$ cat src/rtl/gbs_pkg.sv
// ----------------------------------------------------------------------------
// gbs_pkg
// Shared constants for the greedy box suppression unit.
// ----------------------------------------------------------------------------
`timescale 1ns / 1ps
`default_nettype none

package gbs_pkg;

  localparam int MAX_BOXES_DEF  = 64;
  localparam int COORD_BITS_DEF = 12;
  localparam int SCORE_BITS_DEF = 16;

  localparam int CLASS_BITS  = 8;
  localparam int THRESH_BITS = 16;
  localparam int FRAC_BITS   = 16;

  localparam logic [THRESH_BITS-1:0] THRESH_RESET = 16'd29491;

endpackage

`default_nettype wire

$ cat src/rtl/gbs_loader.sv
// ----------------------------------------------------------------------------
// gbs_loader
// Front end: takes boxes, writes them to the store, closes sets.
// ----------------------------------------------------------------------------
`timescale 1ns / 1ps
`default_nettype none

module gbs_loader #(
  parameter int MAX_BOXES  = 64,
  parameter int COORD_BITS = 12,
  parameter int SCORE_BITS = 16,
  localparam int AW = $clog2(MAX_BOXES),
  localparam int CW = $clog2(MAX_BOXES + 1)
) (
  input  wire logic                  clk,
  input  wire logic                  rst,
  input  wire logic                  in_valid,
  output logic                       in_stall,
  input  wire logic                  last_box,
  input  wire logic                  hold,
  output logic                       wr_en,
  output logic [AW-1:0]              wr_addr,
  output logic                       job_push,
  output logic [CW-1:0]              job_count,
  output logic                       job_overflow
);

  import gbs_pkg::*;

  logic          accept;
  logic          room;
  logic [CW-1:0] count;
  logic [CW-1:0] count_next;
  logic          overflow;
  logic          overflow_next;

  assign in_stall = hold;
  assign accept   = in_valid && !hold;
  assign room     = (count < CW'(MAX_BOXES));
  assign wr_en    = accept && room;
  assign wr_addr  = count[AW-1:0];

  assign count_next    = room ? count + CW'(1) : count;
  assign overflow_next = overflow || !room;

  assign job_push     = accept && last_box;
  assign job_count    = count_next;
  assign job_overflow = overflow_next;

  always_ff @(posedge clk) begin
    if (rst) begin
      count    <= '0;
      overflow <= 1'b0;
    end else if (accept) begin
      if (last_box) begin
        count    <= '0;
        overflow <= 1'b0;
      end else begin
        count    <= count_next;
        overflow <= overflow_next;
      end
    end
  end

endmodule

`default_nettype wire

$ cat config.mk
export PLATFORM = sky130hd
export DESIGN_NAME = gbs_loader
export DESIGN_NICKNAME = d
export VERILOG_FILES = /design/src/rtl/gbs_pkg.sv /design/src/rtl/gbs_loader.sv
export SDC_FILE = /design/constraint.sdc
export NUM_CORES = 1
export LEC_CHECK = 0
export BUFFER_PORTS_ARGS = -buffer_cell sky130_fd_sc_hd__buf_2
export CORE_AREA = 2 2 39 41
export CTS_BUF_LIST = sky130_fd_sc_hd__clkbuf_8
export DETAILED_ROUTE_END_ITERATION = 8
export DIE_AREA = 0 0 41 43
export MAX_ROUTING_LAYER = met4
export PLACE_DENSITY = 0.68
export SYNTH_ARGS = -nofsm -noshare
export SYNTH_HDL_FRONTEND = slang
export SYNTH_SLANG_ARGS = --single-unit
export TNS_END_PERCENT = 1
$ cat constraint.sdc
create_clock -name clk -period 2.84 [get_ports clk]
set_clock_uncertainty 0.05 [all_clocks]
set_input_delay 0.284 -clock clk [delete_from_list [all_inputs] [get_ports clk]]
set_output_delay 0.284 -clock clk [all_outputs]
set_load 0.01 [all_outputs]
==> key figures <==
Drt
  – Final ANT Viol Nets: 0
  – Via density: 4.92
  – Drt initial violations: 7
  – Metal2 WL: 457 um
  – Top sig layer: met3
  – Total number of vias: 438
  – DRT Pass-1 Iters: 4
  – # DRC: 0
  – Routed WL per cell: 11.3 um
  – Routed length on met3: 83 um
  – Final WL: 1.01 mm
  – Wl on met1: 466 um

Floorplanning
  – FP Rows: 14
  – Die Y: 43 um
  – Die width: 41 um
  – Starting density of the core: 37.2%
  – I/O Pins: 22
  – Die area: 1760 um^2
  – Core Area: 1380 um^2

Clocking
  – Post-CTS setup buffer count: 0
  – CTS buffer count: 3
  – Max Buffers Root-to-Sink: 2
  – Clock latency on the worst-skew pair: 230 ps
  – CTS Sinks: 8
  – CTS tree: yes
  – Worst-path clk slew: 40 ps
  – Cts hold-fix bufs: 0
  – CTS root buffer: clkbuf_8
  – H-tree levels: 1
  – Cts repair resizes: 0

Timing
  – RSZ-0062 raised after global routing: false
  – Fin crit share: 61.3%
  – Worst slew pin tran: 348 ps
  – Final setup vio count: 0
  – Fin. max-slew vios: 0
  – Crit path time final: 1740 ps
  – Setup TNS: 0 ps
  – Peak Freq: 575 MHz
  – Worst slew margin: 76.8%
  – Final Hold Vio Count: 0
  – Fin Hold WS: 287 ps

Power and ir drop
  – Overall Power: 274 uW
  – Leakage: 0.324 nW
  – Power Density: 458 nW/um^2
  – Worst vdd ir: 218 uV

GRT
  – Initial antenna violation count: 0
  – Gr usage total: 14.0%
  – Total grt overflow: 0
  – Vias in the first global route: 371
  – Largest net degree at the start of global routing: 11
  – Global-route wire length before repair: 1.59 mm

Yosys
  – Mapped Nets: 66
  – Mapped Avg Cell Area: 8.57 um^2
  – Post-synthesis cell type count: 27
  – Mapped Cells: 60
  – Synth warn: 0
  – Post-Syn Area: 514 um^2
  – Yosys reg bits: 8
  – Sequential-to-total area share from yosys stat: 31.1%

Layout
  – FF+latch area: 160 um^2
  – Synth-to-Final Area Change: 16.3%
  – Most frequent cells in the layout: buf_2 (21), nor2_1 (8), dfxtp_1 (8)
  – Fraction of layout cells with a size suffix above 1: 38.4%
  – Multi-input gate area: 268 um^2
  – Post-route cell area: 598 um^2
  – Filler cells: 159
  – N_diodes: 0
  – Commonest non-fill, non-tap cell in the layout: buf_2
  – Final nets: 81

Placement
  – Dpl hpwl: 784 um
  – IO Port Bufs: 21
  – Placed cell areas: 557 um^2
  – GP Congestion: 0.773

Worst setup path
  – Worst setup EP type: output pin
  – CP arrival: 1410 ps
  – CP required: 2510 ps
  – Crit Path Category: flip-flop to output pin
  – Max FO, Critical Path: 10
  – Type of origin of the critical path: flip-flop
  – Flop-to-flop setup slack: 1230 ps

Flow run
  – Maximum capacitance violations: 0

Run status
  – Status: finished clean

Worst hold path
  – Worst min path class: input port to flip-flop
==> area by class of cell <==
cell class	count	area share (%)
multi-input cells	40	44.8
flip-flops and latches	8	26.8
repair buffers	21	17.6
clock buffers	3	6.90
well taps	16	3.35
inverters	1	0.628
==> final timing paths <==
check	from	endpoint	depth (start not counted)
worst max-delay path	count[6]	job_count[5]	4
worst min-delay path	rst	count[4]	2
worst max register to register	count[6]	count[5]	4
worst min register to register	count[4]	count[4]	2
==> cell families (layout without fill, tap and decap cells) <==
family | after synthesis | after routing | share of synthesized area (%)
AOI/OAI and AO/OA | 12 | 12 | 15.6
xor gates and xnor gates | 5 | 5 | 8.52
adders and majority gates | 1 | 1 | 2.43
buffers and inverters | 12 | 25 | 16.8
DFF | 8 | 8 | 31.1
muxes | 1 | 1 | 2.19
and+or+nand+nor | 21 | 21 | 23.4
==> registers in the layout, summed over array words and instances, names as in the netlist <==
signal	flops
count	7
overflow	1
==> cells in the mapped netlist <==
master / count / area share [%]
nor2_1: 8 / 5.8
inv_1: 1 / 0.73
ha_1: 1 / 2.4
a41o_1: 1 / 1.9
xnor2_1: 4 / 6.8
a21oi_1: 4 / 3.9
o21ai_1: 1 / 0.97
buf_6: 2 / 4.4
nor3_1: 2 / 1.9
nand2_4: 1 / 2.2
xor2_1: 1 / 1.7
nand3_1: 1 / 0.97
nand4b_1: 1 / 1.7
and4b_1: 1 / 1.9
nor2b_1: 1 / 1.2
nand2_1: 1 / 0.73
and2_4: 1 / 1.7
or2_2: 1 / 1.2
buf_4: 7 / 10
a22oi_1: 4 / 5.8
o211a_1: 1 / 1.9
dfxtp_1: 8 / 31
o21ai_0: 1 / 0.97
clkbuf_1: 2 / 1.5
mux2_2: 1 / 2.2
or4_1: 1 / 1.5
nand2b_1: 2 / 2.4
==> power by group <==
part | total, mW | switching (mW) | internal (mW) | leakage [nW]
clock | 0.138 | 0.0459 | 0.0919 | 0.0216
sequential | 0.115 | 0.00109 | 0.114 | 0.0645
combinational | 0.0215 | 0.0131 | 0.00844 | 0.238
total | 0.274 | 0.0601 | 0.214 | 0.324
==> worst max-delay path, cell delays in order (launching register included) <==
cell and delay, ps:
dfxtp_1 380, and4b_1 440, nand2_4 70, xnor2_1 130, buf_2 150
==> metal layers <==
metal	vias to the layer above	global-route usage [%]
met4	0	4.00
li1	226	-
met5	-	-
met1	196	19.0
met3	0	9.42
met2	16	16.6
==> stage by stage <==
stage	cells	util (%)	setup slack (ps)
floorplan	60	-	1340
global placement	86	40.2	1300
detailed placement	86	40.2	1240
CTS	89	43.2	1090
global route	89	43.2	991
finish	89	43.2	1100
No activity file was read; power rests on OpenSTA's default activity.
