--- config.mk ---
export PLATFORM = sky130hd
export DESIGN_NAME = gbs_job_fifo
export DESIGN_NICKNAME = d
export VERILOG_FILES = /design/src/rtl/gbs_job_fifo.sv
export SDC_FILE = /design/constraint.sdc
export NUM_CORES = 1
export LEC_CHECK = 0
export ABC_AREA = 1
export BUFFER_PORTS_ARGS = -buffer_cell sky130_fd_sc_hd__buf_2
export CORE_MARGIN = 10
export CORE_UTILIZATION = 45
export DETAILED_ROUTE_END_ITERATION = 8
export PLACE_DENSITY = 0.78
export SYNTH_ARGS = -nofsm -noshare
export SYNTH_HDL_FRONTEND = slang
export SYNTH_SLANG_ARGS = --single-unit
--- constraint.sdc ---
create_clock -name clk -period 1.4 [get_ports clk]
set_input_delay 0.21 -clock clk [delete_from_list [all_inputs] [get_ports clk]]
set_output_delay 0.21 -clock clk [all_outputs]
set_load 0.005 [all_outputs]
--- src/rtl/gbs_job_fifo.sv ---
// ----------------------------------------------------------------------------
// gbs_job_fifo
// Two-entry queue of closed sets (box count and overflow flag).
// ----------------------------------------------------------------------------
`timescale 1ns / 1ps
`default_nettype none

module gbs_job_fifo #(
  parameter int WIDTH = 8
) (
  input  wire logic             clk,
  input  wire logic             rst,
  input  wire logic             push,
  input  wire logic [WIDTH-1:0] push_data,
  input  wire logic             pop,
  output logic [WIDTH-1:0]      pop_data,
  output logic                  empty
);

  logic [WIDTH-1:0] slots [2];
  logic             wp;
  logic             rp;
  logic [1:0]       fill;

  assign empty    = (fill == 2'd0);
  assign pop_data = slots[rp];

  always_ff @(posedge clk) begin
    if (push && fill != 2'd2) begin
      slots[wp] <= push_data;
    end
  end

  always_ff @(posedge clk) begin
    if (rst) begin
      wp   <= 1'b0;
      rp   <= 1'b0;
      fill <= 2'd0;
    end else begin
      if (push && fill != 2'd2) begin
        wp <= ~wp;
      end
      if (pop && !empty) begin
        rp <= ~rp;
      end
      case ({push && fill != 2'd2, pop && !empty})
        2'b10:   fill <= fill + 2'd1;
        2'b01:   fill <= fill - 2'd1;
        default: fill <= fill;
      endcase
    end
  end

endmodule

`default_nettype wire

==> results of run 1 <==
-- kinds of logic (layout without fill, tap and decap cells) --
logic type	after synthesis	count (layout)	synth area share
DFF	21	21	0.7052
and+or+nand+nor	21	21	0.1079
muxes	8	8	0.1094
buffers and inverters	7	32	0.03343
AOI/OAI and AO/OA	4	4	0.02887
adders and majority gates	1	1	0.01520
-- metal layers --
layer	up-vias	global-route usage	routed length (um)
li1	263	-	-
met1	257	0.07492	600
met2	17	0.1282	799
met3	2	0.02867	79
met4	0	0.02514	6
met5	-	0	0
-- power by group through the flow --
| stage | Combinational (mW) | Sequential [mW] | Clock [mW] |
|---|---|---|---|
| floorplan | 0.244 | 0.808 | 0 |
| global placement | 0.338 | 0.832 | 0 |
| detailed placement | 0.355 | 0.835 | 0 |
| CTS | 0.356 | 0.825 | 0.286 |
| global route | 0.523 | 0.853 | 0.313 |
| finish | 0.465 | 0.841 | 0.276 |
-- placed cells by master (no fill, tap or decap) --
| cell type | count |
|---|---|
| buf_2 | 12 |
| clkinv_2 | 1 |
| dfxtp_2 | 2 |
| dfxtp_1 | 2 |
| ha_4 | 1 |
| nor2_1 | 10 |
| dfxtp_4 | 1 |
| mux2_4 | 8 |
| buf_6 | 8 |
| o21ai_0 | 1 |
| nand2_2 | 1 |
| nand4_1 | 1 |
| inv_1 | 5 |
| inv_2 | 1 |
| edfxtp_1 | 16 |
| nor2_2 | 2 |
| a21oi_1 | 2 |
| buf_4 | 2 |
| nand2_1 | 7 |
| o21ai_2 | 1 |
| clkbuf_4 | 3 |
-- cell type report --
type | instances | share of cell area
sequential | 21 | 0.5378
multi-input combinational | 34 | 0.2362
timing repair buffer | 22 | 0.1514
tap | 25 | 0.02867
clock buffer | 3 | 0.02064
inverter | 6 | 0.02064
clock inverter | 1 | 0.004587
-- how the worst max path moves through the flow --
stage | end | depth (start not counted)
5_1_grt | pop_data[4] | 2
2_1_floorplan | slots[1][0] | 4
4_1_cts | pop_data[4] | 2
3_5_place_dp | fill[1] | 9
6_report | pop_data[1] | 2
3_3_place_gp | fill[1] | 9
-- sequential cells by signal (all words and copies together), names as in the netlist, named ones only --
register	flops
fill	2
rp	1
slots	16
wp	1
-- metrics by stage --
stage | total power [mW] | cells | worst slack [ps] | setup TNS (ps) | instance area (sq um)
finish | 1.583 | 112 | -1.855 | -1.855 | 1091
global route | 1.690 | 112 | -47.57 | -368.6 | 1091
CTS | 1.468 | 112 | -16.86 | -74.54 | 996.0
detailed placement | 1.190 | 108 | 32.18 | 0 | 964.7
global placement | 1.170 | 108 | 115.4 | 0 | 964.7
floorplan | 1.052 | 62 | 74.42 | 0 | 823.3
-- worst max-delay path, cell delays in order, from the launching register on --
cell and delay [ps]:
dfxtp_4 460, mux2_4 330, buf_6 120
-- timing repair --
| action | CTS | global route |
|---|---|---|
| setup buffers | 0 | 0 |
| resized for setup | 2 | 19 |
| setup endpoints to repair | 8 | 9 |
==> impl_metrics.json, run 1 <==
{
  "layout.nets": 101,
  "fillCellCount": 137,
  "peakVddDrop_mv": 0.8185,
  "wirelength_mm": 1.487,
  "max-slew-margin-rel": 0.8574,
  "first_iter_violations": 14,
  "seqPwrFrac": 0.531,
  "cts_max_level": 1,
  "dp_hpwl_mm": 1.051,
  "synth_top_area_frac": 0.5836,
  "min-delay-start": "push_data[1]",
  "synth-edff-count": 16,
  "rr_worst_depth": 9,
  "swShare": 0.2753,
  "synth_common_cells": "edfxtp_1 (16), nor2_1 (10), mux2_2 (8)",
  "wl_per_cell_um": 13.28,
  "start_util": 0.4768,
  "rsz0062_at_grt": "yes",
  "yosysMostFrequentCell": "edfxtp_1",
  "fin_crit_ps": 1402,
  "pin_count": 21,
  "regArea_sq_um": 586.8,
  "syn_nets": 75,
  "ant_nets": 0,
  "netlist_instances": 62,
  "synth_area_leaders": "edfxtp_1 (58%), dfxtp_1 (12%), mux2_2 (11%)",
  "grt_usage": 0.07219,
  "outcome": "finished, violations left",
  "start_kind": "flop",
  "final-setup-viol-count": 1,
  "yosysSeqAreaShare": 0.7052,
  "path_max_fanout": 8,
  "r2r-end": "fill[1]",
  "fin_skew_ps": 0.9663,
  "clock_path_buffers": 2,
  "cp.arrival_ps": 1190,
  "holdPathEnd": "slots[1][1]",
  "power_frac_clock": 0.175,
  "switchingPower_mw": 0.4358,
  "clkLatencyLatePin_ps": 290,
  "num_rows": 15,
  "maxCapViolations": 0,
  "drt_pass1_iterations": 4,
  "vias_per_cell": 4.813,
  "syn_avg_cell_area_sq_um": 13.28,
  "powerDensity_nw_per_um2": 1451,
  "overflow": 0,
  "grt_max_degree": 13,
  "max_freq_ghz": 0.7133,
  "rrSetupSlack_ps": 120,
  "die_width_um": 62.78,
  "worst_slack_ps": -1.855,
  "drive_above_1_share": 0.4943,
  "ys_ff_latch": 21,
  "grt_pass1_wl_mm": 2.325,
  "root_buffer": "clkbuf_4",
  "yosysTopAreaCell": "edfxtp_1",
  "min-delay-path-class": "input pin to flop",
  "worst_pin_slew_ps": 213.7,
  "worstSetupEndpointType": "output port",
  "hold_viol": 0,
  "syn_area_sq_um": 823.3,
  "via_count": 539,
  "grt_pass1_vias": 554,
  "port_buffers": 20,
  "critPathRequiredTime_ps": 1190,
  "hold_ws_ps": 99.62,
  "path_clk_slew_ps": 110,
  "min_path_cells": 1,
  "period_share": 1.001,
  "clkSinkCount": 21,
  "cts_buffers": 3,
  "async_flop_share": 0,
  "coreArea_sq_um": 1727,
  "ys_dominant_reg_cell": "edfxtp_1",
  "area_growth_pct": 32.52,
  "path_class": "flop to output port",
  "timing.rr.start": "fill[0]",
  "antenna_found_initial": 0,
  "fin_util": 0.6319,
  "antenna_cells": 0,
  "drv_slew": 0,
  "cts_hold_buf": 0,
  "cts_tree": "built",
  "gp_congestion": 0.7434,
  "dieArea_sq_um": 3941,
  "power.internal_mw": 1.147,
  "synth_cell_types": 15,
  "p_comb_frac": 0.294,
  "drc": 0,
  "power.leakage_nw": 0.4541,
  "yosysWarnings": 0,
  "violations": "setup timing",
  "die_y_um": 62.78,
  "multi_input_area_sq_um": 257.7
}
(Power assumes the default switching activity.)
==> run 2, diff against run 1 <==
--- a/config.mk
+++ b/config.mk
@@ -11,6 +11,7 @@
 export CORE_UTILIZATION = 45
 export DETAILED_ROUTE_END_ITERATION = 8
 export PLACE_DENSITY = 0.78
+export SKIP_CTS_REPAIR_TIMING = 1
 export SYNTH_ARGS = -nofsm -noshare
 export SYNTH_HDL_FRONTEND = slang
 export SYNTH_SLANG_ARGS = --single-unit
==> impl_metrics.json, run 2 (synthesized netlist as in run 1, its figures left out) <==
{
  "outcome": "finished, violations left",
  "violations": "setup timing",
  "crit_chain": "mux2_4 > buf_6",
  "worstSetupEndpointType": "output port",
  "timing.critical_path.buf_inv": 1,
  "final_common_cell": "edfxtp_1",
  "drv_slew": 0,
  "grt_pass1_vias": 554,
  "reg_top3": "slots: 16 flops, fill: 2 flops",
  "clock_path_buffers": 2,
  "die_width_um": 62.78,
  "grt_max_degree": 13,
  "hold_ws_ps": 100.7,
  "rsz0062_at_grt": "yes",
  "cp_top_family": "flip-flops",
  "ant_nets": 0,
  "first_iter_violations": 18,
  "grt_usage": 0.07219,
  "dieArea_sq_um": 3941,
  "largest_reg_flops": 16,
  "pin_count": 21,
  "path_class": "flop to output port",
  "maxCapViolations": 0,
  "antenna_found_initial": 0,
  "path_clk_slew_ps": 110,
  "min-delay-path-class": "input pin to flop",
  "wl_per_cell_um": 13.25,
  "die_y_um": 62.78,
  "antenna_cells": 0,
  "clkLatencyLatePin_ps": 290,
  "power.leakage_nw": 0.4594,
  "regMostFlops": "slots",
  "peakVddDrop_mv": 0.8179,
  "vias_per_cell": 4.761,
  "clkSinkCount": 21,
  "hold_viol": 0,
  "max-slew-margin-rel": 0.8575,
  "drive_above_1_share": 0.5114,
  "dp_hpwl_mm": 1.051,
  "drc": 0,
  "cts_max_level": 1,
  "max_freq_ghz": 0.7134,
  "start_util": 0.4768,
  "wirelength_mm": 1.497,
  "port_buffers": 20,
  "cp_slowest_cell": "dfxtp_4",
  "cp_slowest_stage_delay_ps": 460,
  "worst_slack_ps": -1.746,
  "worst_pin_slew_ps": 213.6,
  "via_count": 538,
  "period_share": 1.001,
  "gp_congestion": 0.7434,
  "area_growth_pct": 33.74,
  "layout.nets": 102,
  "final-setup-viol-count": 1,
  "powerDensity_nw_per_um2": 1448,
  "num_rows": 15,
  "fin_skew_ps": 0.7954,
  "path_max_fanout": 8,
  "layout_common_cells": "edfxtp_1 (16), buf_2 (12), nor2_1 (10), mux2_4 (8), buf_6 (8)",
  "root_buffer": "clkbuf_4",
  "total_power_mw": 1.595,
  "start_kind": "flop",
  "cp.arrival_ps": 1190,
  "cts_tree": "built",
  "drt_pass1_iterations": 4,
  "cts_buffers": 3,
  "grt_pass1_wl_mm": 2.325,
  "overflow": 0,
  "critPathRequiredTime_ps": 1190,
  "fin_crit_ps": 1402,
  "coreArea_sq_um": 1727
}
[run 2: cell types whose count changed in the layout (fill, tap and decap cells not counted)]
cell     previous run  this run
nand2_2             1         2
buf_4               2         3
nand2_1             7         6
[run 2: metal layers]
metal / part of all wire / GRT usage / vias up
met2: 0.54 / 0.1282 / 17
met3: 0.051 / 0.02867 / 2
li1: - / - / 266
met5: 0 / 0 / -
met1: 0.41 / 0.07492 / 253
met4: 0.0040 / 0.02514 / 0
[run 2: worst reg2reg max path, delay by kind of cell, from the launching register on]
family                     cells  cell delay [ps]
and+or+nand+nor                6              390
buffers and inverters          2              100
adders and majority gates      1              280
DFF                            1              380
[run 2: metrics by stage]
stage	std cells	setup WS [ps]	instance area (sq um)	TNS [ps]	utilization
2_1_floorplan	62	74.42	823.3	0	-
3_3_place_gp	108	115.4	964.7	0	0.5587
3_5_place_dp	108	32.18	964.7	0	0.5587
4_1_cts	112	-194.3	992.2	-1494	0.5746
5_1_grt	113	-47.57	1101	-355.2	0.6377
6_report	113	-1.746	1101	-1.746	0.6377
[run 2: cell type report]
class / instances / area, sq um
clock buffer: 3 / 22.52
multi-input combinational: 34 / 260.3
fill: 136 / 625.6
timing repair buffer: 23 / 172.7
sequential: 21 / 586.8
inverter: 6 / 22.52
tap: 25 / 31.28
clock inverter: 1 / 5.005
[run 2: path summary, 6_finish.rpt]
path                startpoint          end  slack, ps  cells past startpoint
setup / recovery          flop  pop_data[1]         -2                      2
hold / removal    push_data[1]  slots[1][1]        100                      1
setup reg to reg       fill[0]      fill[1]        150                      9
hold reg to reg             rp         flop        520                      2
[run 2: power by group]
part	internal [mW]	leakage (nW)	total, mW	switching, mW
Sequential	0.771	0.192	0.843	0.0711
Combinational	0.277	0.249	0.477	0.199
Clock	0.106	0.0177	0.275	0.169
